**config.mk**
```make
export PLATFORM = sky130hd
export DESIGN_NAME = ogc_index
export DESIGN_NICKNAME = d
export VERILOG_FILES = /design/src/design/ogc_pkg.sv /design/src/design/ogc_index.sv
export SDC_FILE = /design/constraint.sdc
export NUM_CORES = 1
export LEC_CHECK = 0
export CAP_MARGIN = 20
export CORE_ASPECT_RATIO = 0.7
export CORE_MARGIN = 1.5
export CORE_UTILIZATION = 35
export CTS_BUF_LIST = sky130_fd_sc_hd__clkbuf_8
export DETAILED_ROUTE_END_ITERATION = 6
export DONT_BUFFER_PORTS = 1
export GPL_ROUTABILITY_DRIVEN = 0
export PLACE_DENSITY = 0.56
export SETUP_SLACK_MARGIN = 0.4
export SLEW_MARGIN = 20
export SYNTH_ARGS = -nofsm -noshare
export SYNTH_HDL_FRONTEND = slang
export SYNTH_SLANG_ARGS = --single-unit
```
**constraint.sdc**
```tcl
create_clock -name clk -period 10.7 [get_ports clk]
set_clock_uncertainty 0.1 [all_clocks]
set_input_delay 2.14 -clock clk [delete_from_list [all_inputs] [get_ports clk]]
set_output_delay 2.14 -clock clk [all_outputs]
set_load 0.02 [all_outputs]
```
**src/design/ogc_pkg.sv**
```systemverilog
package ogc_pkg;

	localparam int MAX_CELLS  = 65536;
	localparam int COUNT_BITS = 32;
	localparam int ADDR_W     = $clog2(MAX_CELLS);
	localparam int CNT_W      = COUNT_BITS;

	localparam logic [1:0] CLS_UNKNOWN  = 2'd0;
	localparam logic [1:0] CLS_OCCUPIED = 2'd1;
	localparam logic [1:0] CLS_FREE     = 2'd2;

	localparam logic [1:0] FUNC_PASS    = 2'd0;
	localparam logic [1:0] FUNC_HIT     = 2'd1;
	localparam logic [1:0] FUNC_REBUILD = 2'd2;

	localparam logic [1:0] CFG_GRID_WIDTH    = 2'd0;
	localparam logic [1:0] CFG_GRID_HEIGHT   = 2'd1;
	localparam logic [1:0] CFG_MIN_PASS      = 2'd2;
	localparam logic [1:0] CFG_OCC_THRESHOLD = 2'd3;

	typedef struct packed {
		logic [1:0]       cls;
		logic [CNT_W-1:0] hit_cnt;
		logic [CNT_W-1:0] pass_cnt;
	} cell_t;

	typedef enum logic [1:0] {
		OP_PASS,
		OP_HIT,
		OP_KEEP,
		OP_REBUILD
	} op_t;

	typedef struct packed {
		op_t  op;
		logic upd;
	} cls_op_t;

endpackage

```
**src/design/ogc_index.sv**
```systemverilog
module ogc_index (
	input  logic                       clk,
	input  logic                       load,
	input  logic signed [15:0]         cell_x,
	input  logic signed [15:0]         cell_y,
	input  logic [8:0]                 grid_width,
	input  logic [8:0]                 grid_height,
	output logic                       in_range,
	output logic [ogc_pkg::ADDR_W-1:0] idx
);

	localparam int SUM_W = 19;

	logic             x_ok;
	logic             y_ok;
	logic [17:0]      row_base;
	logic [SUM_W-1:0] sum;

	// Only the low nine bits of a coordinate matter once it is known to lie
	// below a nine-bit grid size.
	assign x_ok     = !cell_x[15] && ($unsigned(cell_x) < {7'd0, grid_width});
	assign y_ok     = !cell_y[15] && ($unsigned(cell_y) < {7'd0, grid_height});
	assign row_base = 18'(cell_y[8:0]) * 18'(grid_width);
	assign sum      = {1'b0, row_base} + {10'd0, cell_x[8:0]};

	always_ff @(posedge clk) begin
		if (load) begin
			in_range <= x_ok && y_ok && (32'(sum) < ogc_pkg::MAX_CELLS);
			idx      <= ogc_pkg::ADDR_W'(sum);
		end
	end

endmodule

```
==> impl_metrics.py <==
metrics = {
    "run_status": {
        "outcome": "completed",
    },
    "routing": {
        "finalWirelength_um": 8700,
        "drtAntennaViolNets": 0,
        "drtPass1Iterations": 4,
        "viasPerCell": 5.11,
        "num_vias": 2908,
        "wl_per_cell_um": 15.3,
        "drc": 0,
        "first_iter_violations": 156,
    },
    "grt": {
        "grt_max_degree": 18,
        "antenna_found_initial": 0,
        "grt_pass1_wl_um": 14400,
        "track_usage_pct": 14.8,
        "grt_pass1_vias": 2867,
        "overflow": 0,
    },
    "cts": {
        "ctsHoldBuffers": 0,
        "clockBufferDepth": 2,
        "cts_tree": "built",
        "cts_setup_buffers": 0,
        "path_clk_slew_ns": 0.06,
        "clock_sinks": 17,
        "cts_buffers": 3,
        "cts_root_buf": "clkbuf_8",
        "h-tree-depth": 1,
        "post_cts_resized": 0,
    },
    "setup_path": {
        "critPathCaptureType": "register",
        "critPathKind": "in -> reg",
        "worstSetupStartpoint": "grid_width[5]",
        "crit_path_start_kind": "input port",
        "path_max_fanout": 10,
        "critPathRequiredTime_ns": 10.66,
        "critPathArrivalTime_ns": 6.91,
    },
    "synth": {
        "syn_area_um2": 4030,
        "yosysUniqueCellTypes": 41,
        "async_reset_ff_share_pct": 0,
        "yosysWarningCount": 0,
        "synthCells": 416,
        "ys_seq_area_share_pct": 12.7,
        "synth.avg_cell_area_um2": 9.68,
        "ys_ff_latch": 17,
        "postSynth.topFlopCell": "edfxtp_1",
        "synth_edf_count": 17,
        "synth_nets": 596,
    },
    "min_path": {
        "hp-class": "in -> reg",
        "hp-start": "load",
    },
    "die": {
        "die_h_um": 92.7,
        "die-area_um2": 12200,
        "rows": 32,
        "die_width_um": 131,
        "start_util_pct": 36.3,
        "num_io_pins": 69,
        "core-area_um2": 11100,
    },
    "final_layout": {
        "area_delta_synth_final_pct": 5.31,
        "fin_cells": 569,
        "final_common_cell": "ha_1",
        "drive_above_1_share_pct": 2.40,
        "num_antenna_cells": 0,
        "mostFrequentLayoutCells": "ha_1, inv_1, and2_1, fa_1, nand2_1",
        "final_nets": 597,
    },
    "pwr": {
        "powerDensity_nw_per_um2": 221,
        "p_int_w": 0.000474,
        "total_leakage_power_nw": 2.16,
        "sw_frac_of_total_pct": 49.3,
        "clock_power_share_pct": 4.9,
        "peakVddDrop_uv": 92.8,
        "combPwrFrac_pct": 75.0,
        "power.net_switching_w": 0.000461,
        "pwr-share-seq_pct": 20.1,
    },
    "flow_run": {
        "cap_viol_max_count": 0,
    },
    "timing": {
        "rsz0062_at_grt": "no",
        "finalHoldViolations": 0,
        "tns_ns": 0,
        "timing.fmax_mhz": 144,
        "worst_pin_slew_ns": 0.437,
        "finalCriticalPeriod_ns": 6.95,
        "fin_crit_sh_pct": 65.0,
        "maxSlewHeadroom_pct": 70.7,
        "finalSetupViolCount": 0,
        "finalMaxSlewViolations": 0,
    },
    "placed_design": {
        "post-place-cells": 565,
        "dp_hpwl_um": 7680,
        "io_buffers": 0,
    },
}
## per-stage QoR
stage	utilization [%]	instance area (um^2)	total power, W	hold slack (ns)	worst slack (ns)
floorplan	-	4030	0.000757	2.15	3.46
global placement	37.8	4200	0.000889	2.15	3.56
detailed placement	37.8	4200	0.000890	2.15	3.49
CTS	38.2	4240	0.000946	1.89	3.79
global route	38.2	4240	0.00104	1.88	3.59
finish	38.2	4240	0.000935	1.90	3.75
## cell type report
type	instances	area (um^2)
Inverter	70	263
Clock inverter	1	3.75
Sequential cell	17	510
Fill cell	1148	6850
Tap cell	153	191
Multi-Input combinational cell	325	3230
Clock buffer	3	41.3
## power by group through the flow
stage | logic, W | clock network (W) | registers [W]
after detailed placement | 0.000700 | 0 | 0.000191
after CTS | 0.000708 | 0.0000485 | 0.000189
after floorplan | 0.000572 | 0 | 0.000185
after global placement | 0.000698 | 0 | 0.000191
after global routing | 0.000804 | 0.0000509 | 0.000190
final | 0.000702 | 0.0000456 | 0.000188
## state kept, by name, summed over array words and instances, names as in the netlist
signal	cells
idx	16
in_range	1
## metal layers
layer / up-vias / track usage [%] / wire (um)
met5: - / 0 / 0
met1: 1443 / 21.7 / 4080
met4: 0 / 2.25 / 121
li1: 1378 / - / -
met3: 8 / 3.67 / 690
met2: 79 / 22.1 / 3810
## path summary, 6_finish.rpt
kind	endpoint	cells after the start	slack (ns)
min	idx[14]$_DFFE_PP_	0	1.90
max	in_range$_DFFE_PP_	17	3.75
## Yosys cell counts, types with 2 or more instances
cell type / n / share of area, %
o211ai_1: 3 / 0.56
a211oi_1: 2 / 0.37
o21ai_0: 9 / 1.1
nand3_1: 4 / 0.50
a21o_1: 8 / 1.5
nor3_1: 3 / 0.37
nor2_1: 7 / 0.65
edfxtp_1: 17 / 13
o21a_1: 2 / 0.37
and3_1: 3 / 0.47
a221oi_1: 2 / 0.44
nand2b_1: 3 / 0.47
clkbuf_1: 3 / 0.28
nor4_1: 4 / 0.62
nor3b_1: 3 / 0.56
xor2_1: 4 / 0.87
ha_1: 72 / 22
nand4_1: 2 / 0.31
xnor2_1: 9 / 2.0
o31ai_1: 2 / 0.37
a21oi_2: 3 / 0.65
a21oi_1: 15 / 1.9
fa_1: 56 / 28
inv_1: 70 / 6.5
and2_1: 59 / 9.2
nand2_1: 35 / 3.3
o2111ai_1: 2 / 0.44
## cell families after synthesis
kind of cell | synth area share (%)
AOI/OAI and AO/OA | 9.76
xor gates and xnor gates | 2.83
adders and majority gates | 50.2
buffers and inverters | 7.09
DFF | 12.7
and+or+nand+nor | 17.4
## critical path, stage by stage
cell       delay, ns
and2_1          0.15
fa_1            0.45
fa_1            0.54
inv_1           0.05
fa_1            0.47
inv_1           0.05
fa_1            0.52
inv_1           0.05
fa_1            0.50
inv_1           0.04
ha_1            0.37
a21oi_1         0.12
o211ai_1        0.11
or4b_2          0.64
a32oi_1         0.23
xor2_1          0.11
a2111oi_2       0.34
(Power assumes the default switching activity.)
