**config.mk**
```make
export PLATFORM = sky130hd
export DESIGN_NAME = ogc_classify
export DESIGN_NICKNAME = d
export VERILOG_FILES = /design/src/design/ogc_pkg.sv /design/src/design/ogc_classify.sv
export SDC_FILE = /design/constraint.sdc
export NUM_CORES = 2
export LEC_CHECK = 0
export ABC_CLOCK_PERIOD_IN_PS = 11900
export BUFFER_PORTS_ARGS = -buffer_cell sky130_fd_sc_hd__buf_2
export CAP_MARGIN = 10
export CELL_PAD_IN_SITES_DETAIL_PLACEMENT = 0
export CELL_PAD_IN_SITES_GLOBAL_PLACEMENT = 1
export CORE_AREA = 2 2 247 249
export DETAILED_ROUTE_END_ITERATION = 6
export DIE_AREA = 0 0 249 251
export PLACE_DENSITY = 0.76
export SLEW_MARGIN = 20
export SYNTH_ARGS = -nofsm -noshare
export SYNTH_HDL_FRONTEND = slang
export SYNTH_SLANG_ARGS = --single-unit
```
**constraint.sdc**
```tcl
create_clock -name clk -period 11.9 [get_ports clk]
set_input_delay 1.19 -clock clk [delete_from_list [all_inputs] [get_ports clk]]
set_output_delay 1.19 -clock clk [all_outputs]
set_load 0.05 [all_outputs]
```
**src/design/ogc_pkg.sv**
```systemverilog
package ogc_pkg;

	localparam int MAX_CELLS  = 65536;
	localparam int COUNT_BITS = 32;
	localparam int ADDR_W     = $clog2(MAX_CELLS);
	localparam int CNT_W      = COUNT_BITS;

	localparam logic [1:0] CLS_UNKNOWN  = 2'd0;
	localparam logic [1:0] CLS_OCCUPIED = 2'd1;
	localparam logic [1:0] CLS_FREE     = 2'd2;

	localparam logic [1:0] FUNC_PASS    = 2'd0;
	localparam logic [1:0] FUNC_HIT     = 2'd1;
	localparam logic [1:0] FUNC_REBUILD = 2'd2;

	localparam logic [1:0] CFG_GRID_WIDTH    = 2'd0;
	localparam logic [1:0] CFG_GRID_HEIGHT   = 2'd1;
	localparam logic [1:0] CFG_MIN_PASS      = 2'd2;
	localparam logic [1:0] CFG_OCC_THRESHOLD = 2'd3;

	typedef struct packed {
		logic [1:0]       cls;
		logic [CNT_W-1:0] hit_cnt;
		logic [CNT_W-1:0] pass_cnt;
	} cell_t;

	typedef enum logic [1:0] {
		OP_PASS,
		OP_HIT,
		OP_KEEP,
		OP_REBUILD
	} op_t;

	typedef struct packed {
		op_t  op;
		logic upd;
	} cls_op_t;

endpackage

```
**src/design/ogc_classify.sv**
```systemverilog
module ogc_classify (
	input  logic             clk,
	input  logic             load,
	input  ogc_pkg::cls_op_t op,
	input  ogc_pkg::cell_t   rd_cell,
	input  logic [7:0]       min_pass,
	input  logic [15:0]      occ_threshold,
	output ogc_pkg::cell_t   new_cell
);

	localparam int PROD_W = ogc_pkg::CNT_W + 16;
	localparam logic [ogc_pkg::CNT_W-1:0] CNT_MAX = '1;

	logic                      count_op;
	logic [ogc_pkg::CNT_W-1:0] pass_s1;
	logic [ogc_pkg::CNT_W-1:0] hit_s1;
	logic [1:0]                cls_s1;
	logic                      run_s1;
	logic                      inc_s1;
	logic [PROD_W-1:0]         prod_s1;
	logic [PROD_W-1:0]         prod_adj;
	logic                      ratio_hi;
	logic                      enough;

	assign count_op = (op.op == ogc_pkg::OP_PASS) || (op.op == ogc_pkg::OP_HIT);

	// The product is taken on the old pass count; when the count moves up by
	// one, adding the threshold once more gives the product on the new count.
	always_ff @(posedge clk) begin
		if (load) begin
			inc_s1  <= count_op && (rd_cell.pass_cnt != CNT_MAX);
			pass_s1 <= (count_op && (rd_cell.pass_cnt != CNT_MAX)) ?
				rd_cell.pass_cnt + 1'b1 : rd_cell.pass_cnt;
			hit_s1  <= ((op.op == ogc_pkg::OP_HIT) && (rd_cell.hit_cnt != CNT_MAX)) ?
				rd_cell.hit_cnt + 1'b1 : rd_cell.hit_cnt;
			cls_s1  <= (op.op == ogc_pkg::OP_REBUILD) ? ogc_pkg::CLS_UNKNOWN : rd_cell.cls;
			run_s1  <= (op.op == ogc_pkg::OP_REBUILD) || (count_op && op.upd);
			prod_s1 <= PROD_W'(occ_threshold) * PROD_W'(rd_cell.pass_cnt);
		end
	end

	assign prod_adj = prod_s1 + (inc_s1 ? PROD_W'(occ_threshold) : PROD_W'(0));
	assign ratio_hi = {hit_s1, 16'd0} > prod_adj;
	assign enough   = pass_s1 > ogc_pkg::CNT_W'(min_pass);

	always_comb begin
		new_cell.pass_cnt = pass_s1;
		new_cell.hit_cnt  = hit_s1;
		new_cell.cls      = cls_s1;
		if (run_s1 && enough) begin
			new_cell.cls = ratio_hi ? ogc_pkg::CLS_OCCUPIED : ogc_pkg::CLS_FREE;
		end
	end

endmodule

```
==> results by group <==
Run status
  • Outcome: completed

Detailed routing
  • TritonRoute pass-1 iters: 5
  • Routed WL per cell: 18.96 um
  • Total number of vias: 18,180
  • Via/cell ratio: 5.284
  • # DRC: 0
  • Total Wirelength: 65,230 um
  • Iter 0 DRT Violations: 1,031
  • Final ANT Viol Nets: 0

Synth
  • EDFF count, synth: 116
  • Syn avg cell area: 9.163 um2
  • Yosys top cell by area: fa_1
  • Synth Area in Compound Gates: 6.212%
  • Seq/Total Area, Yosys: 14.71%
  • Synth Register Bits: 116
  • Post-Synthesis Cells: 2,585
  • Ys async rst share: 0%
  • Share of the synthesized area in the top cell type: 35.41%
  • Top area cells in the synthesized netlist: fa_1 (35%), edfxtp_1 (15%), ha_1 (9.4%), inv_1 (7.8%), and2_1 (6.5%)
  • Post-synth top flop: edfxtp_1
  • Largest family of logic cells by synthesized area: adder cells
  • Synth Area in Simple Gates: 18.83%
  • Ys Warns: 0
  • Mapped cell area: 23,690 um2
  • Multiplexer area fraction after synthesis: 0.2219%
  • Mapped Nets: 3,277
  • Xor/xnor share of the synthesized area: 5.214%
  • Synth Area in Adders: 44.82%
  • Post-synth cell types: 75

STA
  • Highest Clock Rate: 0.1151 GHz
  • RSZ-0062 raised after global routing: no
  • Max-slew headroom: 25.17%
  • Setup TNS Final: 0 ps
  • Fin crit share: 73.01%
  • Final hold vios: 0
  • Max-slew violation count: 0
  • Final period demand of the worst path: 8688 ps
  • Final setup fails: 0
  • Worst-Margin Slew: 1112 ps

Floorplanning
  • Io pins: 161
  • Starting Density: 39.61%
  • Row count: 90
  • Die X-Extent: 249 um
  • Die area: 62,500 um2
  • Chip height: 251 um
  • Core area: 59,790 um2

Worst hold path
  • Min-Delay Endpoint: cls_s1[0]
  • Hold Crit Start: rd_cell[64]
  • Worst Hold Depth: 2
  • Min-delay worst type: input pin to register

Global routing
  • Vias in the first global route: 19,770
  • First-pass GRT wire length: 106,100 um
  • Largest net degree at the start of global routing: 76
  • Gr ovfl total: 0
  • Initial antenna violation count: 3
  • Total Routing Usage GR: 21.59%

Place
  • Routability congestion estimate: 0.8920
  • Port Buf Inserts: 160
  • Detailed Place HPWL: 51,850 um

Cells and area
  • Synthesis-to-layout area growth: 8.267%
  • Fin nets: 3,335
  • Filler cells: 5,861
  • Commonest non-fill, non-tap cell in the layout: inv_1
  • Fraction of layout cells with a size suffix above 1: 8.547%
  • Most frequent cells in the layout: inv_1 (490), fa_1 (419), nand2_1 (374)

Run
  • Max Cap Viol: 0

Clock tree
  • Root Driver: clkbuf_16
  • Clock transition at path regs: 60 ps
  • CTS tree: done
  • Clk buf depth: 2
  • Postcts setup bufs: 0
  • H-tree depth: 4
  • CTS resizes: 0
  • Clock buffer count from CTS: 17
  • Hold_buf cts: 0
  • Clock Sinks: 116

Critical path
  • CP bufs+invs: 3
  • Crit-path cells: buf_2 > and2_1 > ha_1 > inv_1 > fa_1 > nor2b_1 > or2_2 > a41oi_1 > a2111o_1 > a21oi_1 > nor2_1 > o21ai_2 > nand4_1 > xor2_1 > ha_1 > nand4_1 > nor4_1 > nand2_1 > or4_1 > a2111oi_0 > nand4_1 > nor4_2 > a211o_1 > buf_2
  • Critical path arrival: 7500 ps
  • Startpoint types: input pin
  • CP dominant cell by count: nand4_1
  • Largest stage delay, worst path: 550 ps
  • Delay-heaviest family, CP: simple AND/OR/NAND/NOR gates
  • CP Max Fanout: 33
  • Worst setup path category: input pin to output port
  • Slowest CP cell: o21ai_2
  • Worst EP required: 10,710 ps
  • Crit end category: output port
cells by family (layout without fill, tap and decap cells):
group / count (synthesis) / after routing
AND/OR/NAND/NOR: 882 / 882
buffers and inverters: 621 / 692
adder cells (fa/ha/maj): 597 / 597
AO/OA/AOI/OAI: 223 / 223
XOR/XNOR: 141 / 141
flip-flops: 116 / 116
multiplexers: 5 / 5
other: 0 / 2
stage by stage:
stage | hold WS, ps | area (um2) | setup WS (ps) | utilization (%) | cells
global route | 1001 | 25640 | 2711 | 42.88 | 3438
floorplan | 1303 | 23690 | 4585 | - | 2585
finish | 999.8 | 25640 | 3212 | 42.89 | 3440
detailed placement | 1478 | 25030 | 2978 | 41.85 | 3406
CTS | 965.1 | 25620 | 2940 | 42.85 | 3438
global placement | 1477 | 25020 | 3047 | 41.84 | 3406
registers in the layout (all words and copies together) (netlist names):
register and flops:
cls_s1 2, hit_s1 32, inc_s1 1, pass_s1 32, prod_s1 48, run_s1 1
synth_stat cells (all sizes together), types with 7 or more instances:
cell type	n
a211oi	10
a21o	30
a21oi	70
and2	245
and3	34
and4	10
buf	15
clkbuf	116
edfxtp	116
fa	419
ha	178
inv	490
nand2	374
nand2b	9
nand3	51
nand4	43
nor2	58
nor2b	11
nor3	17
nor4	11
o21a	8
o21ai	44
o21bai	7
xnor2	91
xor2	50
area by class of cell:
class | instances | area (um2) | share of cell area [%]
Timing Repair Buffer | 170 | 878.3 | 3.425
Inverter | 490 | 1839 | 7.172
Clock buffer | 17 | 425.4 | 1.659
Multi-Input combinational cell | 1848 | 17860 | 69.66
Sequential cell | 116 | 3483 | 13.58
Clock inverter | 15 | 170.2 | 0.6636
Tap cell | 782 | 978.4 | 3.816
Antenna cell | 2 | 5.005 | 0.01952
per-layer routing:
| metal | vias to the layer above | GRT usage [%] | wire length, um |
|---|---|---|---|
| li1 | 8167 | - | - |
| met1 | 9414 | 27.91 | 28360 |
| met2 | 523 | 36.88 | 31940 |
| met3 | 72 | 4.846 | 3903 |
| met4 | 2 | 5.022 | 1006 |
| met5 | - | 0 | 13 |
worst max-delay path by stage:
stage | from | depth (start not counted) | end
global route | occ_threshold[0] | 24 | new_cell[65]
detailed placement | occ_threshold[0] | 24 | new_cell[65]
finish | occ_threshold[0] | 24 | new_cell[65]
floorplan | rd_cell[16] | 23 | prod_s1[46]
CTS | occ_threshold[0] | 24 | new_cell[65]
global placement | occ_threshold[0] | 24 | new_cell[65]
Power is left out: the tool's default activity adds up to more than one toggle a clock period on the data nets, which glitch-free logic cannot reach.
